**src/rtl/ltw_pkg.sv**
```systemverilog
// ----------------------------------------------------------------------------
// ltw_pkg
// shared types and constants of the two-wire frame sender for an led driver
// ----------------------------------------------------------------------------
package ltw_pkg;

    // digit bytes sent after the address command (1 to 7)
    localparam int DIGITS   = 4;
    localparam int STORE_AW = (DIGITS > 1) ? $clog2(DIGITS) : 1;

    // segment bytes arriving on the input channel
    localparam int SEG_IN   = 4;
    localparam int SEG_W    = 8 * SEG_IN;

    localparam int BRIGHT_W = 3;
    localparam logic [BRIGHT_W-1:0] BRIGHT_RESET = 3'd7;

    // command bytes
    localparam logic [7:0] CMD_DATA = 8'h40;
    localparam logic [7:0] CMD_ADDR = 8'hC0;
    localparam logic [7:0] CMD_CTRL = 8'h88;

    // item kinds on the input channel
    localparam logic OP_TICK    = 1'b0;
    localparam logic OP_REQUEST = 1'b1;

    typedef enum logic [4:0] {
        PH_IDLE   = 5'd0,
        PH_START0 = 5'd1,
        PH_START1 = 5'd2,
        PH_START2 = 5'd3,
        PH_BLOW   = 5'd4,
        PH_BDATA  = 5'd5,
        PH_BHIGH  = 5'd6,
        PH_ACK0   = 5'd7,
        PH_ACK1   = 5'd8,
        PH_ACK2   = 5'd9,
        PH_STOP0  = 5'd10,
        PH_STOP1  = 5'd11,
        PH_STOP2  = 5'd12,
        PH_STOP3  = 5'd13
    } phase_t;

    // result item, clk_level in the lowest bit
    typedef struct packed {
        logic frame_done;
        logic request_dropped;
        logic busy_res;
        logic dio_drive;
        logic dio_level;
        logic clk_level;
    } result_t;

endpackage

```
**src/rtl/ltw_seq.sv**
```systemverilog
// ----------------------------------------------------------------------------
// ltw_seq
// pin sequencer: start, byte, ack and stop timing, one phase per tick item
// ----------------------------------------------------------------------------
module ltw_seq (
    input  logic                            aclk,
    input  logic                            aresetn,
    input  logic                            step,
    input  logic                            op,
    input  logic                            with_setup,
    input  logic [ltw_pkg::SEG_W-1:0]       seg_data,
    input  logic [ltw_pkg::BRIGHT_W-1:0]    brightness,
    output ltw_pkg::result_t                res
);
    import ltw_pkg::*;

    localparam int SEG_EXT_W = 64;

    phase_t       phase_reg, phase_next;
    logic [2:0]   bit_count_reg, bit_count_next;
    logic [2:0]   byte_index_reg, byte_index_next;
    logic [7:0]   shift_reg, shift_next;
    logic         setup_reg, setup_next;
    logic         clk_reg, clk_next;
    logic         dio_reg, dio_next;
    logic         en_reg, en_next;
    logic [7:0]   store_reg [DIGITS];

    logic                 ticking;
    logic                 loading;
    logic                 dropped;
    logic                 done;
    logic [2:0]           idx_sel;
    logic [2:0]           idx_m1;
    logic [7:0]           store_rd;
    logic [7:0]           cur_byte;
    logic [SEG_EXT_W-1:0] seg_ext;

    assign ticking = step && (op == OP_TICK) && (phase_reg != PH_IDLE);
    assign loading = step && (op == OP_REQUEST) && (phase_reg == PH_IDLE);
    assign dropped = step && (op == OP_REQUEST) && (phase_reg != PH_IDLE);
    assign seg_ext = SEG_EXT_W'(seg_data);

    // byte to load: in the last ack phase the index is taken one ahead
    assign idx_sel  = (phase_reg == PH_ACK2) ? byte_index_reg + 3'd1 : byte_index_reg;
    assign idx_m1   = idx_sel - 3'd1;
    assign store_rd = (idx_m1 < 3'(DIGITS)) ? store_reg[idx_m1[STORE_AW-1:0]] : 8'h00;

    always_comb begin
        if (setup_reg) begin
            cur_byte = (idx_sel == 3'd0) ? CMD_DATA
                                         : (CMD_CTRL | {{(8-BRIGHT_W){1'b0}}, brightness});
        end else begin
            cur_byte = (idx_sel == 3'd0) ? CMD_ADDR : store_rd;
        end
    end

    // next phase
    always_comb begin
        phase_next = phase_reg;
        if (loading) begin
            phase_next = PH_START0;
        end else if (ticking) begin
            case (phase_reg)
                PH_START0: phase_next = PH_START1;
                PH_START1: phase_next = PH_START2;
                PH_START2: phase_next = PH_BLOW;
                PH_BLOW:   phase_next = PH_BDATA;
                PH_BDATA:  phase_next = PH_BHIGH;
                PH_BHIGH:  phase_next = (bit_count_reg == 3'd7) ? PH_ACK0 : PH_BLOW;
                PH_ACK0:   phase_next = PH_ACK1;
                PH_ACK1:   phase_next = PH_ACK2;
                PH_ACK2: begin
                    phase_next = (!setup_reg && byte_index_reg < 3'(DIGITS)) ? PH_BLOW
                                                                             : PH_STOP0;
                end
                PH_STOP0:  phase_next = PH_STOP1;
                PH_STOP1:  phase_next = PH_STOP2;
                PH_STOP2:  phase_next = PH_STOP3;
                PH_STOP3:  phase_next = setup_reg ? PH_START0 : PH_IDLE;
                default:   phase_next = PH_IDLE;
            endcase
        end
    end

    // pins, shifter and counters
    always_comb begin
        bit_count_next  = bit_count_reg;
        byte_index_next = byte_index_reg;
        shift_next      = shift_reg;
        setup_next      = setup_reg;
        clk_next        = clk_reg;
        dio_next        = dio_reg;
        en_next         = en_reg;
        done            = 1'b0;
        if (loading) begin
            setup_next      = with_setup;
            byte_index_next = 3'd0;
            bit_count_next  = 3'd0;
        end else if (ticking) begin
            case (phase_reg)
                PH_START0: begin
                    dio_next = 1'b1;
                    clk_next = 1'b1;
                    en_next  = 1'b1;
                end
                PH_START1: dio_next = 1'b0;
                PH_START2: begin
                    clk_next       = 1'b0;
                    shift_next     = cur_byte;
                    bit_count_next = 3'd0;
                end
                PH_BLOW:   clk_next = 1'b0;
                PH_BDATA:  dio_next = shift_reg[0];
                PH_BHIGH: begin
                    clk_next       = 1'b1;
                    shift_next     = {1'b0, shift_reg[7:1]};
                    bit_count_next = (bit_count_reg == 3'd7) ? 3'd0 : bit_count_reg + 3'd1;
                end
                PH_ACK0: begin
                    clk_next = 1'b0;
                    en_next  = 1'b0;
                end
                PH_ACK1:   clk_next = 1'b1;
                PH_ACK2: begin
                    clk_next = 1'b0;
                    en_next  = 1'b1;
                    if (!setup_reg && byte_index_reg < 3'(DIGITS)) begin
                        byte_index_next = idx_sel;
                        shift_next      = cur_byte;
                        bit_count_next  = 3'd0;
                    end
                end
                PH_STOP0:  clk_next = 1'b0;
                PH_STOP1:  dio_next = 1'b0;
                PH_STOP2:  clk_next = 1'b1;
                PH_STOP3: begin
                    dio_next = 1'b1;
                    if (setup_reg) begin
                        if (byte_index_reg == 3'd0) begin
                            byte_index_next = 3'd1;
                        end else begin
                            setup_next      = 1'b0;
                            byte_index_next = 3'd0;
                        end
                    end else begin
                        byte_index_next = 3'd0;
                        done            = 1'b1;
                    end
                end
                default: ;
            endcase
        end
    end

    always_comb begin
        res.clk_level       = clk_next;
        res.dio_level       = en_next & dio_next;
        res.dio_drive       = en_next;
        res.busy_res        = (phase_next != PH_IDLE);
        res.request_dropped = dropped;
        res.frame_done      = done;
    end

    always_ff @(posedge aclk) begin
        if (!aresetn) begin
            phase_reg      <= PH_IDLE;
            bit_count_reg  <= 3'd0;
            byte_index_reg <= 3'd0;
            shift_reg      <= 8'h00;
            setup_reg      <= 1'b0;
            clk_reg        <= 1'b1;
            dio_reg        <= 1'b1;
            en_reg         <= 1'b1;
        end else begin
            phase_reg      <= phase_next;
            bit_count_reg  <= bit_count_next;
            byte_index_reg <= byte_index_next;
            shift_reg      <= shift_next;
            setup_reg      <= setup_next;
            clk_reg        <= clk_next;
            dio_reg        <= dio_next;
            en_reg         <= en_next;
        end
    end

    // segment bytes; digits beyond the input item read as zero
    always_ff @(posedge aclk) begin
        if (loading) begin
            for (int i = 0; i < DIGITS; i++) begin
                store_reg[i] <= seg_ext[8*i +: 8];
            end
        end
    end

    a_done_not_busy: assert property (@(posedge aclk) disable iff (!aresetn)
        res.frame_done |-> !res.busy_res)
        else $error("frame done while still busy");

    a_drop_only_busy: assert property (@(posedge aclk) disable iff (!aresetn)
        res.request_dropped |-> (phase_reg != PH_IDLE))
        else $error("request dropped while idle");

    a_release_in_ack: assert property (@(posedge aclk) disable iff (!aresetn)
        !en_reg |-> (phase_reg == PH_ACK1 || phase_reg == PH_ACK2))
        else $error("data pin released outside ack slot");

    a_bits_in_byte: assert property (@(posedge aclk) disable iff (!aresetn)
        (bit_count_reg != 3'd0) |->
            (phase_reg == PH_BLOW || phase_reg == PH_BDATA || phase_reg == PH_BHIGH))
        else $error("bit count live outside byte phases");

endmodule

```
**src/rtl/led_driver_two_wire_frame_sender_core.sv**
```systemverilog
// ----------------------------------------------------------------------------
// led_driver_two_wire_frame_sender_core
// two-wire serial master for a four-digit led driver, stream wrapper
// ----------------------------------------------------------------------------
// usage
//   input items come on the s_ channel; s_tuser[0] picks the kind of item:
//   a tick advances the pin timing by one phase, a request latches the
//   segment bytes in s_tdata and starts a frame sequence (s_tuser[1] adds
//   the data command and display control frames first)
//   every input item yields exactly one result item on the m_ channel with
//   the pin levels after that item plus busy, dropped and done flags
//   a request that arrives while a sequence is running is dropped and flagged
//   the result becomes valid in the cycle after the input item is accepted
//   throughput: one item per cycle unless stalled; the sequencer is a single
//   registered pass; the result register refills in the cycle it empties
//   stall: when m_tready is low and a result is waiting, s_tready drops and
//   no further item is taken until the result is delivered
//   reset: aresetn sampled low puts the sequencer idle, the clock
//   and data pins high and driven, brightness to 7, and empties the result
//   register
//   brightness is to be written through cfg_wr_en / cfg_wr_data while idle,
//   left to the user; sampled when the display control command is loaded
// ----------------------------------------------------------------------------
module led_driver_two_wire_frame_sender_core (
    input  logic                          aclk,
    input  logic                          aresetn,
    // input channel
    input  logic                          s_tvalid,
    output logic                          s_tready,
    input  logic [ltw_pkg::SEG_W-1:0]     s_tdata,   // segment_0 .. segment_3
    input  logic [1:0]                    s_tuser,   // op, with_setup
    // result channel
    output logic                          m_tvalid,
    input  logic                          m_tready,
    output logic [7:0]                    m_tdata,   // clk_level, dio_level,
                                                     // dio_drive, busy_res,
                                                     // request_dropped,
                                                     // frame_done, 2 zero bits
    // configuration
    input  logic                          cfg_wr_en,
    input  logic [ltw_pkg::BRIGHT_W-1:0]  cfg_wr_data // brightness
);
    import ltw_pkg::*;

    logic                 s_accept;
    logic [BRIGHT_W-1:0]  brightness_reg;
    logic                 m_tvalid_reg;
    result_t              m_res_reg;
    result_t              seq_res;

    // result register frees itself in the same cycle it is taken
    assign s_tready = !m_tvalid_reg || m_tready;
    assign s_accept = s_tvalid && s_tready;

    // brightness register
    always_ff @(posedge aclk) begin
        if (!aresetn) begin
            brightness_reg <= BRIGHT_RESET;
        end else if (cfg_wr_en) begin
            brightness_reg <= cfg_wr_data;
        end
    end

    ltw_seq u_seq (
        .aclk       (aclk),
        .aresetn    (aresetn),
        .step       (s_accept),
        .op         (s_tuser[0]),
        .with_setup (s_tuser[1]),
        .seg_data   (s_tdata),
        .brightness (brightness_reg),
        .res        (seq_res)
    );

    // output register
    always_ff @(posedge aclk) begin
        if (!aresetn) begin
            m_tvalid_reg <= 1'b0;
        end else if (s_accept) begin
            m_tvalid_reg <= 1'b1;
        end else if (m_tready) begin
            m_tvalid_reg <= 1'b0;
        end
    end

    always_ff @(posedge aclk) begin
        if (s_accept) begin
            m_res_reg <= seq_res;
        end
    end

    assign m_tvalid = m_tvalid_reg;
    assign m_tdata  = {2'b00, m_res_reg};

    a_no_overwrite: assert property (@(posedge aclk) disable iff (!aresetn)
        (m_tvalid_reg && !m_tready) |-> !s_accept)
        else $error("result overwritten while stalled");

    a_result_follows: assert property (@(posedge aclk) disable iff (!aresetn)
        s_accept |=> m_tvalid)
        else $error("accepted item gave no result");

    a_idle_pins_high: assert property (@(posedge aclk) disable iff (!aresetn)
        (m_tvalid && !m_tdata[3] && !m_tdata[5] && !m_tdata[4]) |->
            (m_tdata[0] && m_tdata[1] && m_tdata[2]))
        else $error("pins not idle high while idle");

endmodule
```
**config.mk**
```make
export PLATFORM = sky130hd
export DESIGN_NAME = led_driver_two_wire_frame_sender_core
export DESIGN_NICKNAME = d
export VERILOG_FILES = /design/src/rtl/ltw_pkg.sv /design/src/rtl/ltw_seq.sv /design/src/rtl/led_driver_two_wire_frame_sender_core.sv
export SDC_FILE = /design/constraint.sdc
export NUM_CORES = 1
export LEC_CHECK = 0
export ABC_AREA = 1
export BUFFER_PORTS_ARGS = -buffer_cell sky130_fd_sc_hd__buf_2
export CAP_MARGIN = 25
export CORE_MARGIN = 3
export CORE_UTILIZATION = 28
export DETAILED_ROUTE_END_ITERATION = 6
export PLACE_DENSITY = 0.49
export SLEW_MARGIN = 30
export SYNTH_ARGS = -nofsm -noshare
export SYNTH_HDL_FRONTEND = slang
export SYNTH_SLANG_ARGS = --single-unit
```
**constraint.sdc**
```tcl
create_clock -name aclk -period 3 [get_ports aclk]
set_input_delay 0.15 -clock aclk [delete_from_list [all_inputs] [get_ports aclk]]
set_output_delay 0.15 -clock aclk [all_outputs]
set_load 0.05 [all_outputs]
```
==> out/qor.json, run 1 <==
{
  "area_growth": {"value": 30.1, "unit": "%"},
  "worst_setup_path_end_kind": {"value": "flop"},
  "clock_insertion_delay_at_the_later_pin_of_the_skew_report": {"value": 0.34, "unit": "ns"},
  "cp_data_required_time": {"value": 3.26, "unit": "ns"},
  "worstSetupPathType": {"value": "reg2reg"},
  "slowest_delay": {"value": 0.41, "unit": "ns"},
  "drt_drc_violations_left": {"value": 0},
  "cts_hold_buffers": {"value": 32},
  "port-buffer-count": {"value": 49},
  "drv.max_cap_violation_count": {"value": 0},
  "met1_length": {"value": 3510, "unit": "um"},
  "timing.final.crit_period": {"value": 2.51, "unit": "ns"},
  "final_min_period_over_clock_period": {"value": 83.7, "unit": "%"},
  "wl_met2": {"value": 3300, "unit": "um"},
  "ctsHtreeMaxLevel": {"value": 3},
  "maximum_number_of_pins_on_one_net_before_global_route_repair": {"value": 34},
  "fin_ws": {"value": 0.490, "unit": "ns"},
  "gr-usage-all-layers": {"value": 12.0, "unit": "%"},
  "timing.critical_path.fanout_max": {"value": 14},
  "netlist_instances": {"value": 359},
  "min-delay-path-class": {"value": "in2reg"},
  "synth_seq_cells": {"value": 65},
  "drt_iter0_drc": {"value": 134},
  "top_cells_by_area_synth": {"value": "sky130_fd_sc_hd__edfxtp_1 36%, sky130_fd_sc_hd__dfxtp_1 17%, sky130_fd_sc_hd__nand3_1 8.8%"},
  "whs_endpoint": {"value": "brightness_reg[1]"},
  "tritoncts": {"value": "done"},
  "post_cts_setup_buffer_count": {"value": 0},
  "maxUsedRoutingLayer": {"value": "met4"},
  "num_rows": {"value": 38},
  "clk_tree_root_cell": {"value": "sky130_fd_sc_hd__clkbuf_8"},
  "drt-wirelength-per-cell": {"value": 12.3, "unit": "um"},
  "crit_family": {"value": "simple AND/OR/NAND/NOR gates"},
  "cellLeakagePower": {"value": 1.70, "unit": "nW"},
  "antenna_found_initial": {"value": 0},
  "finalNetCount": {"value": 492},
  "drt.antenna.violating_nets": {"value": 0},
  "postSynthAreaPerCell": {"value": 8.73, "unit": "um^2"},
  "placeable_core_region": {"value": 10900, "unit": "um^2"},
  "die_y": {"value": 112, "unit": "um"},
  "setup.worst_path.start_class": {"value": "flop"},
  "flip_flop_count_of_the_largest_register_after_layout": {"value": 32},
  "dp.cells": {"value": 541},
  "dp_slack": {"value": 0.505, "unit": "ns"},
  "count_of_cell_types_in_the_netlist": {"value": 36},
  "reg2reg_from": {"value": "u_seq.phase_reg[0]"},
  "powerDensity": {"value": 507, "unit": "nW/um^2"},
  "rr_endpoint": {"value": "u_seq.shift_reg[1]"},
  "setup_viol": {"value": 0},
  "run_status": {"value": "finished clean"},
  "reg2regPathDepth": {"value": 13},
  "drive_gt1_share": {"value": 19.4, "unit": "%"},
  "gp_congestion": {"value": 0.824},
  "fp.dieW": {"value": 112, "unit": "um"},
  "inserted_clock_buffers": {"value": 9},
  "min_from": {"value": "cfg_wr_data[1]"},
  "wl_met3": {"value": 329, "unit": "um"},
  "layout_commonest_cell": {"value": "sky130_fd_sc_hd__nand2_1"},
  "critical_path.slowest_cell": {"value": "sky130_fd_sc_hd__dfxtp_1"},
  "vdd.ir_drop.worst": {"value": 0.216, "unit": "mV"},
  "worstPathArrival": {"value": 2.77, "unit": "ns"},
  "floorplan.die_area": {"value": 12500, "unit": "um^2"},
  "clock_sink_count": {"value": 65},
  "clkSlewWorstSetupHoldPaths": {"value": 0.07, "unit": "ns"},
  "antenna_cells_inserted": {"value": 0},
  "maxClockFrequency": {"value": 0.398, "unit": "GHz"},
  "layout_common_cells": {"value": "68 x sky130_fd_sc_hd__nand2_1, 55 x sky130_fd_sc_hd__nand3_1, 49 x sky130_fd_sc_hd__buf_2"},
  "wl": {"value": 7240, "unit": "um"},
  "clockBufferDepth": {"value": 2},
  "worst_hold_path.num_cells": {"value": 3},
  "synth.cell_area": {"value": 3140, "unit": "um^2"},
  "yosysTopAreaCell": {"value": "sky130_fd_sc_hd__edfxtp_1"},
  "crit_path_cell_trace": {"value": "inv_2 -> nor2_4 -> nand3_2 -> nand2_2 -> nand2_2 -> ha_1 -> ha_1 -> inv_1 -> nor3_1 -> nand3_1 -> nand2_1 -> nand2_1 -> a21oi_1"},
  "ys.warnings.count": {"value": 0},
  "num_vias": {"value": 2630},
  "hpwlAfterDp": {"value": 5270, "unit": "um"},
  "final-hold-violation-count": {"value": 0},
  "viasPerCell": {"value": 4.47},
  "critical_path_buf_inv_count": {"value": 2},
  "synth_seq_area_share": {"value": 53.6, "unit": "%"},
  "start_util": {"value": 28.8, "unit": "%"},
  "rsz0062_at_grt": {"value": "no"},
  "final.setup.tns": {"value": 0, "unit": "ns"},
  "cts-resized-gates": {"value": 0},
  "grt_first_pass_wirelength": {"value": 12100, "unit": "um"},
  "slew_viol_final": {"value": 0},
  "ff2ff_setup_slack": {"value": 0.49, "unit": "ns"},
  "total_gr_overflow": {"value": 0},
  "first_global_vias": {"value": 2554},
  "worst_skew": {"value": 0.00944, "unit": "ns"},
  "yosys.area.top_type_share": {"value": 36.4, "unit": "%"},
  "design.portCount": {"value": 52},
  "stdcell_count": {"value": 589},
  "detail_route.first_pass.iterations": {"value": 4}
}
-- worst min-delay path: cells and delay by family --
family	cells	cell delay [ns]
buf+inv	1	0.07
simple gates	2	0.11
-- cell usage after synthesis (all sizes together) --
| cell type | count |
|---|---|
| nand2 | 71 |
| nand3 | 57 |
| inv | 42 |
| edfxtp | 38 |
| nor2 | 32 |
| o21ai | 31 |
| dfxtp | 27 |
| a21oi | 24 |
| buf | 7 |
| ha | 6 |
| clkbuf | 5 |
| nor3 | 3 |
| o211ai | 3 |
| and2 | 2 |
| a22oi | 1 |
| a31oi | 1 |
| and3 | 1 |
| conb | 1 |
| nand3b | 1 |
| nand4 | 1 |
| nor4 | 1 |
| o2111ai | 1 |
| o21a | 1 |
| or2 | 1 |
| xor2 | 1 |
-- routing by layer --
metal  global-route usage [%]  vias to the layer above
li1                         -                     1382
met1                     15.6                     1180
met2                     18.9                       61
met3                     4.08                        7
met4                     3.73                        0
met5                        0                        -
-- how the worst max path moves through the flow --
stage,start,endpoint,slack (ns),cells past startpoint
2_1_floorplan,m_tvalid,u_seq.byte_index_reg[1],0.62,8
3_3_place_gp,u_seq.phase_reg[0],u_seq.shift_reg[1],0.62,13
3_5_place_dp,u_seq.phase_reg[0],u_seq.shift_reg[1],0.50,13
4_1_cts,u_seq.phase_reg[0],u_seq.shift_reg[1],0.47,13
5_1_grt,u_seq.phase_reg[2],u_seq.shift_reg[3],0.16,13
6_report,u_seq.phase_reg[0],u_seq.shift_reg[1],0.49,13
-- through the flow --
stage                     hold WS (ns)  cell area (um^2)  utilization [%]  power [mW]
after floorplan                  0.249              3140                -        1.11
after global placement           0.327              3520             32.3        1.16
after detailed placement         0.328              3520             32.3        1.16
after CTS                       0.0116              4080             37.5        2.10
after global routing            0.0278              4080             37.5        2.16
final                           0.0311              4080             37.5        2.07
-- where the power goes --
| group | internal (mW) | total (mW) | switching, mW |
|---|---|---|---|
| sequential | 0.981 | 0.999 | 0.0179 |
| combinational | 0.0725 | 0.170 | 0.0975 |
| clock | 0.551 | 0.900 | 0.349 |
| total | 1.61 | 2.07 | 0.464 |
-- area by class of cell --
type,count,area (um^2)
Fill cell,1080,6810
Clock inverter,7,119
Tap cell,140,175
Inverter,42,158
Sequential cell,65,1680
Timing Repair Buffer,85,596
Multi-Input combinational cell,241,1230
Clock buffer,9,124
-- cell families (layout without fill, tap and decap cells) --
family | count (synthesis) | count (layout) | share of synthesized area (%)
DFF | 65 | 65 | 53.6
and+or+nand+nor | 170 | 170 | 25.2
buffers and inverters | 54 | 143 | 7.34
xor gates and xnor gates | 1 | 1 | 0.279
adders and majority gates | 6 | 6 | 2.39
other | 1 | 2 | 0.120
AOI/OAI and AO/OA | 62 | 62 | 11.0
(Power assumes the default switching activity.)
==> inputs of run 2 (changes only) <==
--- a/config.mk
+++ b/config.mk
@@ -11,7 +11,7 @@
 export CORE_MARGIN = 3
 export CORE_UTILIZATION = 28
 export DETAILED_ROUTE_END_ITERATION = 6
-export PLACE_DENSITY = 0.49
+export PLACE_DENSITY = 0.51
 export SLEW_MARGIN = 30
 export SYNTH_ARGS = -nofsm -noshare
 export SYNTH_HDL_FRONTEND = slang
==> constraint.sdc (replaced) <==
create_clock -name aclk -period 2.2 [get_ports aclk]
set_input_delay 0.11 -clock aclk [delete_from_list [all_inputs] [get_ports aclk]]
set_output_delay 0.11 -clock aclk [all_outputs]
set_load 0.05 [all_outputs]
==> run 2 against run 1 <==
Net effect:
- non-clock buffer count grew 19
- largest cell class unchanged
- total power up 30%
- critical endpoint unchanged
- first-iteration DRC count fell by 0.75%
- sequential power increased by 36%
- largest power group unchanged
- critical path type unchanged
- routed wire length is 2.3% higher
- sequential share of layout area is 2.0 points lower
==> out/qor.json, run 2 (synthesis gave the netlist of run 1 again) <==
{
  "run_status": {"value": "finished clean", "change": "unchanged"},
  "clockBufferDepth": {"value": 2, "change": "unchanged"},
  "inserted_clock_buffers": {"value": 9, "change": "unchanged"},
  "hpwlAfterDp": {"value": 5350, "unit": "um", "change": "was 5270 um"},
  "area_growth": {"value": 37.0, "unit": "%", "change": "was 30.1%"},
  "antenna_found_initial": {"value": 0, "change": "unchanged"},
  "path_depth": {"value": 14, "change": "was 13"},
  "worstSetupPathType": {"value": "reg2reg", "change": "unchanged"},
  "drt_iter0_drc": {"value": 133, "change": "was 134"},
  "layout_commonest_cell": {"value": "sky130_fd_sc_hd__nand2_1", "change": "unchanged"},
  "power.share.switching": {"value": 25.3, "unit": "%", "change": "was 22.4%"},
  "slew_viol_final": {"value": 0, "change": "unchanged"},
  "drv.max_cap_violation_count": {"value": 0, "change": "unchanged"},
  "timing.critical_path.fanout_max": {"value": 4, "change": "was 14"},
  "critical_path_buf_inv_count": {"value": 4, "change": "was 2"},
  "clock_insertion_delay_at_the_later_pin_of_the_skew_report": {"value": 0.35, "unit": "ns", "change": "was 0.34 ns"},
  "vdd.ir_drop.worst": {"value": 0.314, "unit": "mV", "change": "was 0.216 mV"},
  "reg2reg_from": {"value": "u_seq.phase_reg[0]", "change": "unchanged"},
  "final_min_period_over_clock_period": {"value": 94.0, "unit": "%", "change": "was 83.7%"},
  "detail_route.first_pass.iterations": {"value": 4, "change": "unchanged"},
  "num_rows": {"value": 38, "change": "unchanged"},
  "flip_flop_count_of_the_largest_register_after_layout": {"value": 32, "change": "unchanged"},
  "worst_setup_path_endpoint": {"value": "u_seq.shift_reg[1]", "change": "unchanged"},
  "die_y": {"value": 112, "unit": "um", "change": "unchanged"},
  "combinationalPowerShare": {"value": 9.7, "unit": "%", "change": "was 8.2%"},
  "worst_skew": {"value": 0.0129, "unit": "ns", "change": "was 0.00944 ns"},
  "tritoncts": {"value": "done", "change": "unchanged"},
  "post_dp_cell_area": {"value": 3640, "unit": "um^2", "change": "was 3520 um^2"},
  "crit_path_launch": {"value": "u_seq.phase_reg[0]", "change": "unchanged"},
  "setup.worst_path.start_class": {"value": "flop", "change": "unchanged"},
  "clkSlewWorstSetupHoldPaths": {"value": 0.08, "unit": "ns", "change": "was 0.07 ns"},
  "finish.instance_area": {"value": 4300, "unit": "um^2", "change": "was 4080 um^2"},
  "total_gr_overflow": {"value": 0, "change": "unchanged"},
  "drive_gt1_share": {"value": 25.2, "unit": "%", "change": "was 19.4%"},
  "power_frac_seq": {"value": 50.7, "unit": "%", "change": "was 48.3%"},
  "final-hold-violation-count": {"value": 0, "change": "unchanged"},
  "maxClockFrequency": {"value": 0.484, "unit": "GHz", "change": "was 0.398 GHz"},
  "setup_viol": {"value": 0, "change": "unchanged"},
  "maximum_number_of_pins_on_one_net_before_global_route_repair": {"value": 34, "change": "unchanged"},
  "slowest_delay": {"value": 0.34, "unit": "ns", "change": "was 0.41 ns"},
  "gr-usage-all-layers": {"value": 12.7, "unit": "%", "change": "was 12.0%"},
  "min-delay-path-class": {"value": "in2reg", "change": "unchanged"},
  "wl": {"value": 7410, "unit": "um", "change": "was 7240 um"},
  "crit_family": {"value": "simple AND/OR/NAND/NOR gates", "change": "unchanged"},
  "cellInternalPower": {"value": 2.00, "unit": "mW", "change": "was 1.61 mW"},
  "slew-limit-headroom": {"value": 66.4, "unit": "%"},
  "clkPwrFrac": {"value": 39.5, "unit": "%", "change": "was 43.5%"},
  "ff2ff_setup_slack": {"value": 0.13, "unit": "ns", "change": "was 0.49 ns"},
  "ctsHtreeMaxLevel": {"value": 3, "change": "unchanged"},
  "placeable_core_region": {"value": 10900, "unit": "um^2", "change": "unchanged"},
  "reg2regPathDepth": {"value": 14, "change": "was 13"},
  "finalNetCount": {"value": 511, "change": "was 492"},
  "clk_tree_root_cell": {"value": "sky130_fd_sc_hd__clkbuf_8", "change": "unchanged"},
  "power.total": {"value": 2.68, "unit": "mW", "change": "was 2.07 mW"},
  "worst_setup_path_end_kind": {"value": "flop", "change": "unchanged"},
  "seq_area": {"value": 1690, "unit": "um^2", "change": "was 1680 um^2"},
  "multi_input_comb_area": {"value": 1300, "unit": "um^2", "change": "was 1230 um^2"},
  "critical_path.slowest_cell": {"value": "sky130_fd_sc_hd__dfxtp_2", "change": "was sky130_fd_sc_hd__dfxtp_1"},
  "port-buffer-count": {"value": 49, "change": "unchanged"},
  "rr_endpoint": {"value": "u_seq.shift_reg[1]", "change": "unchanged"},
  "layout_common_cells": {"value": "67 x sky130_fd_sc_hd__nand2_1, 55 x sky130_fd_sc_hd__nand3_1, 49 x sky130_fd_sc_hd__buf_2", "change": "was 68 x sky130_fd_sc_hd__nand2_1, 55 x sky130_fd_sc_hd__nand3_1, 49 x sky130_fd_sc_hd__buf_2"},
  "viasPerCell": {"value": 4.41, "change": "was 4.47"},
  "drt.antenna.violating_nets": {"value": 0, "change": "unchanged"},
  "cellLeakagePower": {"value": 1.78, "unit": "nW", "change": "was 1.70 nW"},
  "switchingPower": {"value": 0.680, "unit": "mW", "change": "was 0.464 mW"},
  "grt_first_pass_wirelength": {"value": 12800, "unit": "um", "change": "was 12100 um"},
  "design.portCount": {"value": 52, "change": "unchanged"},
  "fill_cells": {"value": 1072, "change": "was 1080"},
  "clock_sink_count": {"value": 65, "change": "unchanged"},
  "start_util": {"value": 28.8, "unit": "%", "change": "unchanged"},
  "worstPathArrival": {"value": 2.34, "unit": "ns", "change": "was 2.77 ns"},
  "num_vias": {"value": 2684, "change": "was 2630"},
  "first_global_vias": {"value": 2711, "change": "was 2554"},
  "drt-wirelength-per-cell": {"value": 12.2, "unit": "um", "change": "was 12.3 um"},
  "crit_path_cell_trace": {"value": "inv_2 -> nor2_4 -> buf_6 -> inv_2 -> nor2_4 -> nand2_1 -> xor2_2 -> ha_4 -> inv_2 -> nor3_4 -> nand3_1 -> nand2_1 -> nand2_1 -> a21oi_1", "change": "was inv_2 -> nor2_4 -> nand3_2 -> nand2_2 -> nand2_2 -> ha_1 -> ha_1 -> inv_1 -> nor3_1 -> nand3_1 -> nand2_1 -> nand2_1 -> a21oi_1"},
  "antenna_cells_inserted": {"value": 0, "change": "unchanged"},
  "powerDensity": {"value": 625, "unit": "nW/um^2", "change": "was 507 nW/um^2"},
  "fp.dieW": {"value": 112, "unit": "um", "change": "unchanged"},
  "drt_drc_violations_left": {"value": 0, "change": "unchanged"},
  "floorplan.die_area": {"value": 12500, "unit": "um^2", "change": "unchanged"},
  "timing.final.crit_period": {"value": 2.07, "unit": "ns", "change": "was 2.51 ns"},
  "gp_congestion": {"value": 0.889, "change": "was 0.824"},
  "final.hold.worst_slack": {"value": 0.0272, "unit": "ns", "change": "was 0.0311 ns"},
  "cp_data_required_time": {"value": 2.47, "unit": "ns", "change": "was 3.26 ns"},
  "worst-slew-pin-transition": {"value": 0.503, "unit": "ns"}
}
## run 2: worst min path at each step
stage	cells past startpoint	slack [ns]	end	start
global route	4	0.04	m_tvalid	m_tready
CTS	4	0.008	m_tvalid	m_tready
global placement	1	0.29	u_seq.store_reg[0][2]	s_tdata[2]
finish	4	0.03	m_tvalid	m_tready
detailed placement	1	0.29	u_seq.store_reg[3][4]	s_tdata[28]
floorplan	0	0.21	u_seq.store_reg[0][0]	s_tdata[0]
## run 2: power by group through the flow
stage / registers [mW] / logic (mW) / clock network (mW)
floorplan: 1.40 / 0.111 / 0
global placement: 1.39 / 0.206 / 0
detailed placement: 1.39 / 0.205 / 0
CTS: 1.36 / 0.252 / 1.10
global route: 1.37 / 0.291 / 1.17
finish: 1.36 / 0.261 / 1.06
## run 2: repair_timing
| item | CTS | global route |
|---|---|---|
| hold endpoints to repair | 35 | 0 |
| setup buffers | 0 | 3 |
| pin swaps | 0 | 5 |
| hold buffers | 35 | 0 |
| gates cloned | 0 | 0 |
| endpoints found under the setup margin | 5 | 8 |
| gates resized for setup | 4 | 13 |
## run 2: stage by stage
step                      utilization, %  setup TNS (ns)  std cells  setup WS (ns)
after floorplan                        -               0        360         0.0120
after global placement              33.4               0        554        0.00172
after detailed placement            33.4          -0.145        554        -0.0938
after CTS                           38.8               0        605        0.00903
after global routing                39.5        -0.00758        608       -0.00546
final                               39.5               0        608          0.132
## run 2: final cells by class
cell class	count	share of cell area, %
Sequential cell	65	39.2
Multi-Input combinational cell	241	30.3
Timing Repair Buffer	104	17.7
Tap cell	140	4.08
Inverter	42	3.84
Clock buffer	9	2.88
Clock inverter	7	1.98
## run 2: worst register-to-register path: stages (launching register included)
cell	delay, ns
sky130_fd_sc_hd__dfxtp_2	0.34
sky130_fd_sc_hd__inv_2	0.05
sky130_fd_sc_hd__nor2_4	0.15
sky130_fd_sc_hd__buf_6	0.13
sky130_fd_sc_hd__inv_2	0.05
sky130_fd_sc_hd__nor2_4	0.11
sky130_fd_sc_hd__nand2_1	0.09
sky130_fd_sc_hd__xor2_2	0.17
sky130_fd_sc_hd__ha_4	0.28
sky130_fd_sc_hd__inv_2	0.06
sky130_fd_sc_hd__nor3_4	0.21
sky130_fd_sc_hd__nand3_1	0.12
sky130_fd_sc_hd__nand2_1	0.08
sky130_fd_sc_hd__nand2_1	0.05
sky130_fd_sc_hd__a21oi_1	0.11
## run 2: routing by layer
layer  vias to the layer above  track usage [%]  share of wire [%]
li1                       1416                -                  -
met1                      1174             16.9                 48
met4                         0             4.22                1.4
met3                        12             3.04                5.0
met2                        82             20.2                 46
met5                         -                0                  0
==> inputs of run 3 (changes only) <==
--- a/config.mk
+++ b/config.mk
@@ -8,11 +8,11 @@
 export ABC_AREA = 1
 export BUFFER_PORTS_ARGS = -buffer_cell sky130_fd_sc_hd__buf_2
 export CAP_MARGIN = 25
+export CORE_ASPECT_RATIO = 0.9
 export CORE_MARGIN = 3
 export CORE_UTILIZATION = 28
 export DETAILED_ROUTE_END_ITERATION = 6
 export PLACE_DENSITY = 0.51
-export SLEW_MARGIN = 30
 export SYNTH_ARGS = -nofsm -noshare
 export SYNTH_HDL_FRONTEND = slang
 export SYNTH_SLANG_ARGS = --single-unit
==> run 3 against run 2 <==
Net effect:
- via count up 3.0%
- non-clock buffer count down 3
- sequential share of layout area down 0.75 points
- critical path type unchanged
- fmax down 2.4%
- combinational power about the same
- first-iteration DRC count up 30%
- routed wire length up 3.6%
- largest power group is now the clock network
- sequential power about the same
- count of clock-buffer cells in the layout unchanged
- clock skew down 0.0046 ns
- worst setup slack worse by 0.051 ns
- sequential cell count unchanged
==> out/qor.json, run 3 (synthesis gave the netlist of run 1 again) <==
{
  "num_rows": {"value": 36, "change": "was 38"},
  "drive_gt1_share": {"value": 26.5, "unit": "%", "change": "was 25.2%"},
  "met1_usage": {"value": 16.5, "unit": "%", "change": "was 16.9%"},
  "layout_commonest_cell": {"value": "sky130_fd_sc_hd__nand2_1", "change": "unchanged"},
  "run_status": {"value": "finished clean", "change": "unchanged"},
  "clock_sink_count": {"value": 65, "change": "unchanged"},
  "min-delay-path-class": {"value": "in2reg", "change": "unchanged"},
  "worstSetupPathType": {"value": "reg2reg", "change": "unchanged"},
  "power.share.switching": {"value": 23.4, "unit": "%", "change": "was 25.3%"},
  "setup_viol": {"value": 0, "change": "unchanged"},
  "viasPerCell": {"value": 4.48, "change": "was 4.41"},
  "first_global_vias": {"value": 2735, "change": "was 2711"},
  "crit_family": {"value": "simple AND/OR/NAND/NOR gates", "change": "unchanged"},
  "num_vias": {"value": 2764, "change": "was 2684"},
  "gr-usage-all-layers": {"value": 12.9, "unit": "%", "change": "was 12.7%"},
  "detail_route.first_pass.iterations": {"value": 5, "change": "was 4"},
  "drt_drc_violations_left": {"value": 0, "change": "unchanged"},
  "die_y": {"value": 106, "unit": "um", "change": "was 112 um"},
  "groute.layer.met2.usage": {"value": 19.9, "unit": "%", "change": "was 20.2%"},
  "switchingPower": {"value": 0.716, "unit": "mW", "change": "was 0.680 mW"},
  "worst_hold_path.num_cells": {"value": 3, "change": "was 4"},
  "cellLeakagePower": {"value": 1.81, "unit": "nW", "change": "was 1.78 nW"},
  "antenna_found_initial": {"value": 0, "change": "unchanged"},
  "cp_data_required_time": {"value": 2.47, "unit": "ns", "change": "about the same"},
  "drt-wirelength-per-cell": {"value": 12.4, "unit": "um", "change": "was 12.2 um"},
  "layout_common_cells": {"value": "66 x sky130_fd_sc_hd__nand2_1, 53 x sky130_fd_sc_hd__nand3_1, 49 x sky130_fd_sc_hd__buf_2", "change": "was 67 x sky130_fd_sc_hd__nand2_1, 55 x sky130_fd_sc_hd__nand3_1, 49 x sky130_fd_sc_hd__buf_2"},
  "finish.instance_area": {"value": 4390, "unit": "um^2", "change": "was 4300 um^2"},
  "most_repeated_library_cell_on_the_critical_path": {"value": "sky130_fd_sc_hd__inv_2"},
  "vdd.ir_drop.worst": {"value": 0.430, "unit": "mV", "change": "was 0.314 mV"},
  "flip_flop_count_of_the_largest_register_after_layout": {"value": 32, "change": "unchanged"},
  "critical_path.slowest_cell": {"value": "sky130_fd_sc_hd__dfxtp_2", "change": "unchanged"},
  "area_growth": {"value": 39.9, "unit": "%", "change": "was 37.0%"},
  "antenna_cells_inserted": {"value": 0, "change": "unchanged"},
  "final.setup.tns": {"value": 0, "unit": "ns", "change": "unchanged"},
  "clk_tree_root_cell": {"value": "sky130_fd_sc_hd__clkbuf_16", "change": "was sky130_fd_sc_hd__clkbuf_8"},
  "ctsHtreeMaxLevel": {"value": 3, "change": "unchanged"},
  "design.portCount": {"value": 52, "change": "unchanged"},
  "tritoncts": {"value": "done", "change": "unchanged"},
  "seq_area": {"value": 1690, "unit": "um^2", "change": "about the same"},
  "fill_cells": {"value": 1103, "change": "was 1072"},
  "layout.core_utilization": {"value": 40.2, "unit": "%", "change": "was 39.5%"},
  "powerDensity": {"value": 697, "unit": "nW/um^2", "change": "was 625 nW/um^2"},
  "clkSlewWorstSetupHoldPaths": {"value": 0.06, "unit": "ns", "change": "was 0.08 ns"},
  "clock_insertion_delay_at_the_later_pin_of_the_skew_report": {"value": 0.33, "unit": "ns", "change": "was 0.35 ns"},
  "setup.worst_path.start_class": {"value": "flop", "change": "unchanged"},
  "slowest_delay": {"value": 0.33, "unit": "ns", "change": "was 0.34 ns"},
  "power_frac_seq": {"value": 44.7, "unit": "%", "change": "was 50.7%"},
  "grt_first_pass_wirelength": {"value": 12900, "unit": "um", "change": "was 12800 um"},
  "reg2regPathDepth": {"value": 14, "change": "unchanged"},
  "worst_setup_path_end_kind": {"value": "flop", "change": "unchanged"},
  "drv.max_cap_violation_count": {"value": 0, "change": "unchanged"},
  "finalNetCount": {"value": 508, "change": "was 511"},
  "worst_skew": {"value": 0.00832, "unit": "ns", "change": "was 0.0129 ns"},
  "maximum_number_of_pins_on_one_net_before_global_route_repair": {"value": 33, "change": "was 34"},
  "final_min_period_over_clock_period": {"value": 96.3, "unit": "%", "change": "was 94.0%"},
  "total_gr_overflow": {"value": 0, "change": "unchanged"},
  "gp_congestion": {"value": 0.900, "change": "was 0.889"},
  "drt_iter0_drc": {"value": 173, "change": "was 133"},
  "rsz0062_at_grt": {"value": "yes"},
  "cellInternalPower": {"value": 2.34, "unit": "mW", "change": "was 2.00 mW"},
  "hpwlAfterDp": {"value": 5420, "unit": "um", "change": "was 5350 um"},
  "path_depth": {"value": 14, "change": "unchanged"},
  "worst-slew-pin-transition": {"value": 0.583, "unit": "ns", "change": "was 0.503 ns"},
  "critical_path_buf_inv_count": {"value": 4, "change": "unchanged"},
  "port-buffer-count": {"value": 49, "change": "unchanged"},
  "combinationalPowerShare": {"value": 8.5, "unit": "%", "change": "was 9.7%"},
  "post_dp_cell_area": {"value": 3610, "unit": "um^2", "change": "was 3640 um^2"},
  "timing.final.crit_period": {"value": 2.12, "unit": "ns", "change": "was 2.07 ns"},
  "maxClockFrequency": {"value": 0.472, "unit": "GHz", "change": "was 0.484 GHz"},
  "final-hold-violation-count": {"value": 0, "change": "unchanged"},
  "floorplan.die_area": {"value": 12500, "unit": "um^2", "change": "about the same"},
  "drt.antenna.violating_nets": {"value": 0, "change": "unchanged"},
  "slew_viol_final": {"value": 0, "change": "unchanged"},
  "grt-busiest-layer": {"value": "met2", "change": "unchanged"},
  "timing.critical_path.fanout_max": {"value": 4, "change": "unchanged"},
  "placeable_core_region": {"value": 10900, "unit": "um^2", "change": "about the same"},
  "inserted_clock_buffers": {"value": 9, "change": "unchanged"},
  "clockBufferDepth": {"value": 2, "change": "unchanged"},
  "start_util": {"value": 28.8, "unit": "%", "change": "about the same"},
  "crit_path_cell_trace": {"value": "inv_2 -> nor2_4 -> buf_6 -> inv_2 -> nor2_4 -> nand2_2 -> xor2_2 -> ha_4 -> inv_2 -> nor3_4 -> nand3_1 -> nand2_1 -> nand2_1 -> a21oi_2", "change": "was inv_2 -> nor2_4 -> buf_6 -> inv_2 -> nor2_4 -> nand2_1 -> xor2_2 -> ha_4 -> inv_2 -> nor3_4 -> nand3_1 -> nand2_1 -> nand2_1 -> a21oi_1"},
  "slew-limit-headroom": {"value": 61.1, "unit": "%", "change": "was 66.4%"},
  "clkPwrFrac": {"value": 46.8, "unit": "%", "change": "was 39.5%"},
  "m3_gr_usage": {"value": 3.72, "unit": "%", "change": "was 3.04%"},
  "multi_input_comb_area": {"value": 1310, "unit": "um^2", "change": "was 1300 um^2"},
  "worstPathArrival": {"value": 2.39, "unit": "ns", "change": "was 2.34 ns"},
  "fp.dieW": {"value": 118, "unit": "um", "change": "was 112 um"},
  "wl": {"value": 7670, "unit": "um", "change": "was 7410 um"}
}
==> run 3: cell count changes in the layout (fill, tap and decap cells not counted), sizes merged <==
| cell | before | now |
|---|---|---|
| inv | 44 | 43 |
| clkinvlp | 4 | 2 |
| buf | 69 | 67 |
| clkinv | 0 | 3 |
| dlygate4sd3 | 35 | 34 |
==> run 3: path summary, 6_finish.rpt <==
kind	startpoint	endpoint	slack [ns]
worst max-delay path	u_seq.phase_reg[0]	u_seq.shift_reg[0]	0.08
worst min register to register	u_seq.bit_count_reg[2]	u_seq.bit_count_reg[2]	0.47
worst min-delay path	cfg_wr_data[0]	brightness_reg[0]	0.02
worst max register to register	u_seq.phase_reg[0]	u_seq.shift_reg[0]	0.08
==> run 3: repair_timing <==
action                                 4_1_cts  5_1_grt
gates resized for setup                      0       23
pin swaps                                    0        8
setup endpoints to repair                    3        8
hold buffers                                34        0
setup buffers                                0        7
endpoints found under the hold margin       34        0
gates cloned                                 0        0
==> run 3: tightest hold or removal path: cells and delay by family <==
kind,cells,cell delay (ns)
buf+inv,1,0.08
simple gates,2,0.12
==> run 3: metal layers <==
metal  routed length [um]  up-vias
met5                    0        -
met4                  187        0
met3                  432       17
met2                 3440       96
met1                 3610     1232
li1                     -     1419
==> run 3: metrics by stage <==
| stage | instances | power (mW) | setup WS [ns] | hold WS (ns) |
|---|---|---|---|---|
| after floorplan | 360 | 1.51 | 0.0120 | 0.209 |
| after global placement | 560 | 1.59 | 0.0989 | 0.286 |
| after detailed placement | 560 | 1.59 | 0.00753 | 0.288 |
| after CTS | 610 | 3.09 | -0.00700 | 0.00698 |
| after global routing | 617 | 3.20 | -0.0564 | 0.0436 |
| final | 617 | 3.06 | 0.0813 | 0.0173 |
==> run 3: final cells by class <==
cell class                      instances  share of cell area, %
Sequential cell                        65                   38.5
Multi-Input combinational cell        241                   29.8
Timing Repair Buffer                  101                   16.8
Clock buffer                            9                   5.13
Tap cell                              152                   4.34
Inverter                               42                   3.68
Clock inverter                          7                   1.77
==> run 3: power groups by stage <==
stage               registers (mW)  clock network, mW  logic, mW
finish                        1.37               1.43      0.261
detailed placement            1.39                  0      0.204
CTS                           1.37               1.48      0.250
global placement              1.39                  0      0.203
floorplan                     1.40                  0      0.111
global route                  1.37               1.54      0.288
